`config.mk`:
```
export PLATFORM = sky130hd
export DESIGN_NAME = nsp_divider
export DESIGN_NICKNAME = d
export VERILOG_FILES = /design/src/nsp_pkg.sv /design/src/nsp_divider.sv
export SDC_FILE = /design/constraint.sdc
export NUM_CORES = 1
export LEC_CHECK = 0
export ABC_CLOCK_PERIOD_IN_PS = 2800
export BUFFER_PORTS_ARGS = -buffer_cell sky130_fd_sc_hd__buf_2
export CORE_ASPECT_RATIO = 1.1
export CORE_MARGIN = 5
export CORE_UTILIZATION = 52
export CTS_CLUSTER_SIZE = 24
export DETAILED_ROUTE_END_ITERATION = 10
export HOLD_SLACK_MARGIN = 0.12
export PLACE_DENSITY = 0.79
export SYNTH_ARGS = -nofsm -noshare
export SYNTH_HDL_FRONTEND = slang
export SYNTH_SLANG_ARGS = --single-unit
```
`constraint.sdc`:
```
create_clock -name clk -period 2.8 [get_ports clk]
set_input_delay 0.56 -clock clk [delete_from_list [all_inputs] [get_ports clk]]
set_output_delay 0.56 -clock clk [all_outputs]
set_load 0.1 [all_outputs]
```
`src/nsp_pkg.sv`:
```
// Package for the nearest segment projection core: widths, defaults, FSM type.
// No dependencies.
`timescale 1ns / 1ps
package nsp_pkg;
	localparam int DEF_GRID_WIDTH   = 16;
	localparam int DEF_GRID_HEIGHT  = 16;
	localparam int DEF_COORD_BITS   = 12;
	localparam int DEF_T_FRAC_BITS  = 16;
	localparam int DEF_MAX_SEGMENTS = 64;
	localparam int CELL_BITS  = 4;
	localparam int SEG_BITS   = 6;
	localparam int DIST_BITS  = 36;
	localparam int ORDER_BITS = 23;
	localparam logic [DIST_BITS-1:0] DIST_INF = '1;
	localparam logic [DIST_BITS-1:0] DIST_MAX = DIST_INF - 36'd1;

	typedef enum logic [2:0] {
		ST_IDLE, ST_MUL, ST_SQ, ST_DIV, ST_RD, ST_WB, ST_OUT, ST_CLR
	} nsp_state_t;

	// request to the divider
	typedef struct packed {
		logic start;
		logic tq_mode;
	} nsp_div_ctl_t;
endpackage

```
`src/nsp_divider.sv`:
```
// Restoring divider: one quotient bit per cycle, floor(num / den).
// Depends on nsp_pkg.
`timescale 1ns / 1ps
module nsp_divider import nsp_pkg::*; #(
	parameter int NUM_BITS = 72,
	parameter int DEN_BITS = 40,
	parameter int Q_BITS   = 37
) (
	input  logic                clk,
	input  logic                arst_n,
	input  logic                start,
	input  logic [NUM_BITS-1:0] num,
	input  logic [DEN_BITS-1:0] den,
	output logic                done,
	output logic [Q_BITS-1:0]   quo,
	output logic                ovf
);
	localparam int CNT_BITS = $clog2(NUM_BITS + 1);
	logic [NUM_BITS-1:0] num_q;
	logic [DEN_BITS:0]   rem_q;
	logic [CNT_BITS-1:0] cnt_q;
	logic                busy_q;
	logic [DEN_BITS:0]   shifted;
	logic                ge;

	assign shifted = {rem_q[DEN_BITS-1:0], num_q[NUM_BITS-1]};
	assign ge      = shifted >= {1'b0, den};

	always_ff @(posedge clk or negedge arst_n) begin
		if (!arst_n) begin
			busy_q <= 1'b0;
			done   <= 1'b0;
			cnt_q  <= '0;
		end else begin
			done <= 1'b0;
			if (start) begin
				busy_q <= 1'b1;
				cnt_q  <= CNT_BITS'(NUM_BITS);
			end else if (busy_q) begin
				cnt_q <= cnt_q - CNT_BITS'(1);
				if (cnt_q == CNT_BITS'(1)) begin
					busy_q <= 1'b0;
					done   <= 1'b1;
				end
			end
		end
	end

	always_ff @(posedge clk) begin
		if (start) begin
			num_q <= num;
			rem_q <= '0;
			quo   <= '0;
			ovf   <= 1'b0;
		end else if (busy_q) begin
			num_q <= {num_q[NUM_BITS-2:0], 1'b0};
			rem_q <= ge ? shifted - {1'b0, den} : shifted;
			quo   <= {quo[Q_BITS-2:0], ge};
			if (quo[Q_BITS-1])
				ovf <= 1'b1;
		end
	end
endmodule

```
==> metrics.md, run 1 <==
| Metric | Value |
|---|---|
| Total Routed Length | 22600 µm |
| RSZ-0062 raised after global routing | no |
| CP endpoint kind | flop |
| VDD IR-drop max | 0.583 mV |
| Critical path buffers and inverters | 1 |
| Initial antenna violation count | 1 |
| Max cap viols | 0 |
| Row cnt | 51 |
| Area Growth Syn to Fin | 26.2% |
| Most frequent cells in the layout | buf_2, buf_4, nor2_1 |
| Startpoint types | flop |
| Register area | 3950 µm² |
| Synth cell types | 69 |
| Die height | 150 µm |
| EDFF count, synth | 72 |
| Seq/Total Area, Yosys | 42.8% |
| Via count | 7712 |
| Reg2reg path depth | 10 |
| Cells after Synth | 925 |
| Total GRT Usage | 21.9% |
| Post-route core utilization | 66.1% |
| CTS tree | built |
| Avg Inst Size Synth | 9.98 µm² |
| Ports | 154 |
| Root Driver | clkbuf_16 |
| Crit-path max cell delay | 390 ps |
| Area occupied by multi-input gates | 4920 µm² |
| CTS Buffer Depth | 2 |
| Cell breakdown of the critical path | ha_1 -> nand4_1 -> nor4_1 -> nand2_1 -> o211a_1 -> o21ai_1 -> a21o_2 -> buf_4 -> nand3_1 -> a311oi_1 |
| Final Hold Fails | 0 |
| Number of global-route vias before repair | 7611 |
| Synthesized flop and latch total | 159 |
| DR DRC count | 0 |
| Share of cells above drive strength 1 | 35.2% |
| Crit Path Category | flop to flop |
| Initial Util | 52.4% |
| Core area | 17600 µm² |
| First-pass GRT wire length | 36100 µm |
| Via density per instance | 5.49 |
| Synth top area share | 23.4% |
| First-pass DRT Iterations | 5 |
| Req. time, crit path | 3130 ps |
| Critical path's slowest cell | nor4_1 |
| CTS clk-pin slew, worst paths | 70 ps |
| Post-DP Area | 10900 µm² |
| Post-DP HPWL | 16600 µm |
| Achievable frequency | 372 MHz |
| # port buffers | 153 |
| Crit Path Max Fanout | 4 |
| Pwr dens | 748 nW/µm² |
| Tcrit/Tclk final | 96.0% |
| Most common flop cell mapped by yosys | dfxtp_1 |
| Commonest non-fill, non-tap cell in the layout | buf_2 |
| Min-Delay Path Depth | 2 |
| Clock Skew | 9.76 ps |
| DRT antenna net count | 0 |
| Worst slew pin tran | 531 ps |
| Post-synth ARST share | 5.66% |
| Post-Syn Area | 9230 µm² |
| Run status | complete, no violations |
| Die ar. | 20500 µm² |
| Clk Latency, worst-skew pair | 430 ps |
| Yosys warning count | 0 |
| # setup viols final | 0 |
| Pre-CTS setup slack | -271 ps |
| Mapped Nets | 1083 |
| Area contributors post-synth | edfxtp_1, dfxtp_1, mux2_2 |
| Crit path depth | 10 |
| Initial DRC Count | 368 |
| Worst hold slack | 422 ps |
| Overflow after GRT | 0 |
| Largest net degree at the start of global routing | 109 |
| Worst hold path class | input pin to flop |
| Layout Nets | 1311 |
| Ant diodes | 0 |
| Filler instances | 1409 |
| Top delay family on crit path | compound AO/OA/AOI/OAI gates |
| Leak | 5.38 nW |
| Synth area leader | edfxtp_1 |
| Worst slew margin | 64.6% |
| GPL Wtd Cong | 0.909 |
| Drt wl/cell | 16.1 µm |
| Setup ws final | 113 ps |
| H-Tree Depth | 4 |
| Die Span X | 137 µm |
| CTS buffer count | 17 |
| Fin area | 11600 µm² |
| Total Power | 0.00870 W |
| Period minus WS final | 2690 ps |
| Worst Path Arrival | 3020 ps |
| CTS Sinks | 159 |
| Final slew viol count | 0 |
registers in the layout, summed over array words and instances (netlist names):
name	flops
busy_q	1
cnt_q	7
done	1
num_q	72
ovf	1
quo	37
rem_q	40
final cells by class:
| cell class | count | area share, % |
|---|---|---|
| Timing Repair Buffer | 268 | 14.4 |
| Tap cell | 238 | 2.56 |
| Inverter | 54 | 1.77 |
| Clock buffer | 17 | 3.65 |
| Multi-Input combinational cell | 653 | 42.3 |
| Sequential cell | 159 | 33.9 |
| Clock inverter | 15 | 1.39 |
worst reg2reg max path, stage by stage (launching register included):
cell and delay (ps):
dfxtp_1 340, ha_1 340, nand4_1 220, nor4_1 390
nand2_1 110, o211a_1 210, o21ai_1 210, a21o_2 230
buf_4 170, nand3_1 100, a311oi_1 260
synth_stat cells (8+ instances only):
cell type and count:
nor2_1 100, clkbuf_1 35, nand2b_1 15, xor2_1 17, a21o_1 8, xnor2_1 16
inv_1 54, nor3_1 11, ha_1 42, dfrtp_1 9, dfxtp_1 78, a21oi_1 49
buf_2 12, nand3_1 13, mux2_2 72, nand4_1 17, nand2_1 57, edfxtp_1 72
o21a_1 8, o21ai_0 27, mux2i_1 65, a211oi_1 29
cell families (layout without fill, tap and decap cells):
kind of cell,count (synthesis),after routing,synth area share [%]
compound gates,188,189,14.0
mux,137,137,15.8
simple gates,251,251,12.8
flops,159,159,42.8
xor+xnor,33,33,3.13
fa+ha+maj,43,43,5.91
buf+inv,114,354,5.48
metal layers:
metal | global-route usage (%) | wire, µm
met4 | 7.24 | 618
met2 | 37.7 | 11200
met1 | 27.0 | 9560
met5 | 0 | 13
met3 | 5.25 | 1180
through the flow:
step | std cells | setup TNS [ps]
floorplan | 925 | 0
global placement | 1367 | -5710
detailed placement | 1367 | -6570
CTS | 1400 | 0
global route | 1404 | 0
finish | 1404 | 0
timing repair:
action / in CTS / in global routing
hold buffers: 1 / 0
gates cloned: 0 / 1
resized for setup: 2 / 22
endpoints found under the setup margin: 3 / 26
hold endpoints to repair: 9 / 0
setup buffers: 0 / 3
pin swaps: 0 / 9
final timing paths:
path	to	slack, ps	startpoint
worst max-delay path	rem_q[29]$_SDFFE_PP0P_	110	rem_q[19]$_SDFFE_PP0P_
max in group asynchronous	busy_q$_DFF_PN0_	2080	arst_n
min in group asynchronous	done$_DFF_PN0_	520	arst_n
worst min-delay path	num_q[0]$_SDFFCE_PN0P_	420	num[0]
worst max register to register	rem_q[29]$_SDFFE_PP0P_	110	rem_q[19]$_SDFFE_PP0P_
worst min register to register	ovf$_SDFFE_PP0P_	480	ovf$_SDFFE_PP0P_
where the power goes:
| part | internal [W] | switching, W | leakage [nW] |
|---|---|---|---|
| sequential | 0.00275 | 0.000215 | 1.50 |
| combinational | 0.00169 | 0.00175 | 3.60 |
| clock | 0.00120 | 0.00110 | 0.280 |
| total | 0.00564 | 0.00307 | 5.38 |
Note: power is estimated with default switching activity, not from simulation.
==> run 2: changes to the inputs <==
- ABC_CLOCK_PERIOD_IN_PS: 2800 -> 3300
- CAP_MARGIN: default -> 0
- CORE_UTILIZATION: 52 -> 60
- PLACE_DENSITY: 0.79 -> 0.85
- clock period: 2.8 -> 3.3 ns (I/O delays scaled with it)
==> metrics.md, run 2 (synthesis gave the netlist of run 1 again) <==
| Metric | Value |
|---|---|
| Run status | complete, no violations (unchanged) |
| CTS buffer count | 17 (unchanged) |
| Number of global-route vias before repair | 7256 (was 7611) |
| Worst reg-to-reg setup slack | 420 ps (was 110 ps) |
| Ant diodes | 0 (unchanged) |
| Most frequent cells in the layout | buf_2, nor2_1, dfxtp_1 (was buf_2, buf_4, nor2_1) |
| Post-Place Cells | 1247 (was 1367) |
| Die height | 140 µm (was 150 µm) |
| Setup TNS | 0 ps (unchanged) |
| Final Hold Fails | 0 (unchanged) |
| CTS tree | built (unchanged) |
| Die ar. | 18000 µm² (was 20500 µm²) |
| Initial DRC Count | 498 (was 368) |
| Max cap viols | 0 (unchanged) |
| Via count | 7415 (was 7712) |
| CTS clk-pin slew, worst paths | 70 ps (about the same) |
| Post-DP HPWL | 15100 µm (was 16600 µm) |
| Startpoint types | flop (unchanged) |
| Reg2reg path depth | 11 (was 10) |
| Clk Latency, worst-skew pair | 420 ps (was 430 ps) |
| VDD IR-drop max | 0.429 mV (was 0.583 mV) |
| Crit Path Category | flop to flop (unchanged) |
| Total GRT Usage | 23.5% (was 21.9%) |
| Max reg flops | 72 (unchanged) |
| H-Tree Depth | 4 (unchanged) |
| First-pass GRT wire length | 34400 µm (was 36100 µm) |
| Row cnt | 47 (was 51) |
| DRT antenna net count | 0 (unchanged) |
| Area Growth Syn to Fin | 17.5% (was 26.2%) |
| Tcrit/Tclk final | 87.4% (was 96.0%) |
| Share of cells above drive strength 1 | 28.2% (was 35.2%) |
| Commonest non-fill, non-tap cell in the layout | buf_2 (unchanged) |
| Post-CTS setup buffer count | 0 (unchanged) |
| Core area | 15100 µm² (was 17600 µm²) |
| # port buffers | 153 (unchanged) |
| CTS Sinks | 159 (unchanged) |
| Layout Nets | 1229 (was 1311) |
| Via density per instance | 5.79 (was 5.49) |
| Req. time, crit path | 3620 ps (was 3130 ps) |
| Initial antenna violation count | 3 (was 1) |
| Worst Path Arrival | 3200 ps (was 3020 ps) |
| Reg-to-reg startpoint | num_q[71]$_DFFE_PP_ (was rem_q[19]$_SDFFE_PP0P_) |
| Worst slew margin | 49.2% (was 64.6%) |
| RSZ-0062 raised after global routing | no (unchanged) |
| First-pass DRT Iterations | 5 (unchanged) |
| Final slew viol count | 0 (unchanged) |
| Largest net degree at the start of global routing | 160 (was 109) |
| Crit Path Max Fanout | 4 (unchanged) |
| Clock Skew | 13.0 ps (was 9.76 ps) |
| # setup viols final | 0 (unchanged) |
| Drt wl/cell | 16.6 µm (was 16.1 µm) |
| Post-route core utilization | 72.0% (was 66.1%) |
| Worst hold path class | flop to flop (was input pin to flop) |
| Pwr dens | 640 nW/µm² (was 748 nW/µm²) |
| Die Span X | 128 µm (was 137 µm) |
| Filler instances | 1147 (was 1409) |
| CP endpoint kind | flop (unchanged) |
| Overflow after GRT | 0 (unchanged) |
| Hold Path Sink | rem_q[31]$_SDFFE_PP0P_ (was num_q[0]$_SDFFCE_PN0P_) |
| Total Power | 0.00694 W (was 0.00870 W) |
| Worst slew pin tran | 762 ps (was 531 ps) |
| Achievable frequency | 347 MHz (was 372 MHz) |
| Root Driver | clkbuf_16 (unchanged) |
| DR DRC count | 0 (unchanged) |
| Ports | 154 (unchanged) |
| Total Routed Length | 21300 µm (was 22600 µm) |
| Period minus WS final | 2880 ps (was 2690 ps) |
| GPL Wtd Cong | 0.941 (was 0.909) |
| Top reg by flops | num_q (unchanged) |
| Final std cells w/o fill | 1280 (was 1404) |
| Top Registers | num_q (72), rem_q (40), quo (37) (unchanged) |
| Initial Util | 61.3% (was 52.4%) |
| Reg2Reg Capture Point | rem_q[38]$_SDFFE_PP0P_ (was rem_q[29]$_SDFFE_PP0P_) |
| Leak | 4.97 nW (was 5.38 nW) |
| Critical hold path startpoint | rem_q[31]$_SDFFE_PP0P_ (was num[0]) |
| Min-Delay Path Depth | 2 (unchanged) |
| CTS Buffer Depth | 2 (unchanged) |
[run 2: cell types whose count changed in the layout (fill, tap and decap cells not counted), sizes merged]
cell	previous run	this run
buf	267	186
clkinvlp	4	2
a21o	10	9
bufinv	0	1
inv	61	62
[run 2: critical path, stage by stage (launching register included)]
cell and delay, ps:
edfxtp_1 380, inv_1 70, ha_1 190, fa_1 230
nor2b_1 70, o2111ai_1 220, a21oi_1 150, o31ai_1 560
a211oi_1 180, o21ai_0 310, a211oi_1 130, o32ai_1 290
[run 2: how the worst max path moves through the flow]
stage	depth (start not counted)	from	end
global route	11	num_q[71]$_DFFE_PP_	rem_q[38]$_SDFFE_PP0P_
finish	11	num_q[71]$_DFFE_PP_	rem_q[38]$_SDFFE_PP0P_
detailed placement	12	den[14]	rem_q[3]$_SDFFE_PP0P_
global placement	12	den[14]	rem_q[5]$_SDFFE_PP0P_
floorplan	4	start	num_q[0]$_SDFFCE_PN0P_
CTS	12	den[14]	rem_q[5]$_SDFFE_PP0P_
[run 2: power by group]
group          leakage [nW]  switching, W  internal, W
combinational          3.18       0.00134      0.00112
sequential             1.50      0.000171      0.00234
clock                 0.286      0.000893      0.00108
[run 2: area by class of cell]
cell class | count | area [µm²] | share of cell area [%]
Multi-Input combinational cell | 652 | 4770 | 44.0
Sequential cell | 159 | 3950 | 36.5
Timing Repair Buffer | 187 | 1080 | 9.92
Clock buffer | 17 | 425 | 3.92
Tap cell | 196 | 245 | 2.26
Inverter | 54 | 203 | 1.87
Clock inverter | 15 | 166 | 1.53
[run 2: layer usage]
metal	GRT usage (%)	share of wire, %	vias to the layer above
met5	0	0.18	-
met4	8.32	2.6	6
met3	6.74	7.2	52
met2	38.9	48	247
met1	29.3	42	3467
li1	-	-	3643
[run 2: through the flow]
step	hold slack (ps)	worst slack, ps	cell area [µm²]
floorplan	364	198	9230
global placement	447	142	10200
detailed placement	482	74.2	10200
CTS	490	448	10800
global route	512	179	10800
finish	482	416	10800
[run 2: timing repair]
item / 4_1_cts / 5_1_grt
gates resized for setup: 0 / 0
endpoints found under the hold margin: 9 / 0
hold buffers: 1 / 0
==> run 3: changes to the inputs <==
- RECOVER_POWER: default -> 50
==> metrics.md, run 3 (synthesis gave the netlist of run 1 again) <==
| Metric | Value |
|---|---|
| Req. time, crit path | 3600 ps (was 3620 ps) |
| Violated checks | max-capacitance violations, max-slew violations |
| Post-route core utilization | 71.8% (was 72.0%) |
| Total Routed Length | 21300 µm (about the same) |
| Overflow after GRT | 0 (unchanged) |
| VDD IR-drop max | 0.432 mV (was 0.429 mV) |
| GPL Wtd Cong | 0.941 (unchanged) |
| Core area | 15100 µm² (unchanged) |
| Worst hold path class | flop to flop (unchanged) |
| Leak | 4.90 nW (was 4.97 nW) |
| CP endpoint kind | flop (unchanged) |
| Most frequent cells in the layout | buf_2, nor2_1, dfxtp_1 (unchanged) |
| Tcrit/Tclk final | 88.8% (was 87.4%) |
| CTS buffer count | 17 (unchanged) |
| Pre-CTS setup slack | 74.2 ps (unchanged) |
| Die Span X | 128 µm (unchanged) |
| Flop pwr share | 36.1% (about the same) |
| Ports | 154 (unchanged) |
| Critical hold path startpoint | rem_q[31]$_SDFFE_PP0P_ (unchanged) |
| Via density per instance | 5.79 (about the same) |
| Total Power | 0.00694 W (about the same) |
| Internal power | 0.00454 W (about the same) |
| First-pass DRT Iterations | 5 (unchanged) |
| Area Growth Syn to Fin | 17.2% (was 17.5%) |
| # port buffers | 153 (unchanged) |
| Worst slew pin tran | 1910 ps (was 762 ps) |
| Total GRT Usage | 23.5% (unchanged) |
| Layout Nets | 1229 (unchanged) |
| Number of global-route vias before repair | 7256 (unchanged) |
| Commonest non-fill, non-tap cell in the layout | buf_2 (unchanged) |
| Register area | 3950 µm² (unchanged) |
| Area occupied by multi-input gates | 4770 µm² (unchanged) |
| # setup viols final | 0 (unchanged) |
| Max reg flops | 72 (unchanged) |
| Clock Skew | 13.5 ps (was 13.0 ps) |
| CTS Sinks | 159 (unchanged) |
| Pwr dens | 642 nW/µm² (was 640 nW/µm²) |
| Filler instances | 1159 (was 1147) |
| Setup ws final | 370 ps (was 416 ps) |
| CTS Buffer Depth | 2 (unchanged) |
| Crit Path Max Fanout | 4 (unchanged) |
| Achievable frequency | 341 MHz (was 347 MHz) |
| Worst slew margin | -27.1% (was 49.2%) |
| DRT antenna net count | 0 (unchanged) |
| Share of cells above drive strength 1 | 26.7% (was 28.2%) |
| Post-DP HPWL | 15100 µm (unchanged) |
| Row cnt | 47 (unchanged) |
| Largest net degree at the start of global routing | 160 (unchanged) |
| CP Launch Point | num_q[71]$_DFFE_PP_ (unchanged) |
| Reg-to-reg startpoint | num_q[71]$_DFFE_PP_ (unchanged) |
| Die height | 140 µm (unchanged) |
| Die ar. | 18000 µm² (unchanged) |
| Root Driver | clkbuf_16 (unchanged) |
| Initial Util | 61.3% (unchanged) |
| Post-DP Area | 10200 µm² (unchanged) |
| Fin area | 10800 µm² (about the same) |
| Switching power | 0.00240 W (about the same) |
| First-pass GRT wire length | 34400 µm (unchanged) |
| Gate power share | 35.5% (about the same) |
| Initial antenna violation count | 3 (unchanged) |
| Final slew viol count | 160 (was 0) |
| Initial DRC Count | 448 (was 498) |
| H-Tree Depth | 4 (unchanged) |
| Crit Path Category | flop to flop (unchanged) |
| Run status | finished with violations (was complete, no violations) |
| Via count | 7411 (was 7415) |
| Worst Path Arrival | 3230 ps (was 3200 ps) |
| RSZ-0062 raised after global routing | no (unchanged) |
| CTS tree | built (unchanged) |
| DR DRC count | 0 (unchanged) |
| Top Registers | num_q (72), rem_q (40), quo (37) (unchanged) |
| Clock share of power | 28.4% (about the same) |
| Drt wl/cell | 16.7 µm (was 16.6 µm) |
| Sw Ratio | 34.6% (about the same) |
| Clk Latency, worst-skew pair | 420 ps (about the same) |
| Final Hold Fails | 0 (unchanged) |
| Post-CTS setup buffer count | 0 (unchanged) |
| CTS clk-pin slew, worst paths | 70 ps (about the same) |
| Top reg by flops | num_q (unchanged) |
| Period minus WS final | 2930 ps (was 2880 ps) |
| Startpoint types | flop (unchanged) |
| Setup TNS | 0 ps (unchanged) |
| Ant diodes | 0 (unchanged) |
| Max cap viols | 1 (was 0) |
-- run 3: cell count changes in the layout (fill, tap and decap cells not counted) --
cell | previous run | this run
buf_4 | 30 | 29
clkbuf_1 | 0 | 15
mux2_1 | 0 | 2
clkbuf_4 | 0 | 2
mux2_2 | 72 | 70
buf_12 | 4 | 3
buf_2 | 152 | 137
-- run 3: layout make-up --
type	instances	share of cell area, %
multi-input combinational	652	44.2
sequential	159	36.6
timing repair buffer	187	9.66
clock buffer	17	3.93
tap	196	2.27
inverter	54	1.87
clock inverter	15	1.54
-- run 3: per-layer routing --
metal  share of wire (%)  vias to the layer above  track usage, %
met4                 2.6                        6            8.32
met2                  49                      228            38.9
met3                 6.6                       49            6.74
met1                  42                     3484            29.3
li1                    -                     3644               -
met5                0.18                        -               0
-- run 3: final timing paths --
check	endpoint	slack [ps]	cells after the start
worst min-delay path	rem_q[31]$_SDFFE_PP0P_	480	2
max in group asynchronous	busy_q$_DFF_PN0_	2200	2
worst max-delay path	rem_q[38]$_SDFFE_PP0P_	370	11
min in group asynchronous	cnt_q[4]$_DFFE_PN0P_	720	2
worst max register to register	rem_q[38]$_SDFFE_PP0P_	370	11
worst min register to register	rem_q[31]$_SDFFE_PP0P_	480	2
-- run 3: critical path: stages, from the launching register on --
cell and delay, ps:
edfxtp_1 380, inv_1 70, ha_1 190, fa_1 230, nor2b_1 70, o2111ai_1 230, a21oi_1 150, o31ai_1 570
a211oi_1 190, o21ai_0 320, a211oi_1 130, o32ai_1 290
-- run 3: what timing repair did --
action                                 CTS  global route
endpoints found under the hold margin    9             0
hold buffers                             1             0
gates resized for setup                  0             0
setup endpoints to repair                0             0
-- run 3: through the flow --
stage	std cells	hold WS [ps]
finish	1280	484
floorplan	925	364
global route	1280	512
CTS	1280	490
global placement	1247	447
detailed placement	1247	482
-- run 3: power by group through the flow --
| stage | clock network (W) | logic [W] | registers, W |
|---|---|---|---|
| global route | 0.00209 | 0.00270 | 0.00254 |
| finish | 0.00197 | 0.00246 | 0.00251 |
| floorplan | 0 | 0.00184 | 0.00254 |
| global placement | 0 | 0.00238 | 0.00254 |
| CTS | 0.00200 | 0.00244 | 0.00250 |
| detailed placement | 0 | 0.00242 | 0.00254 |
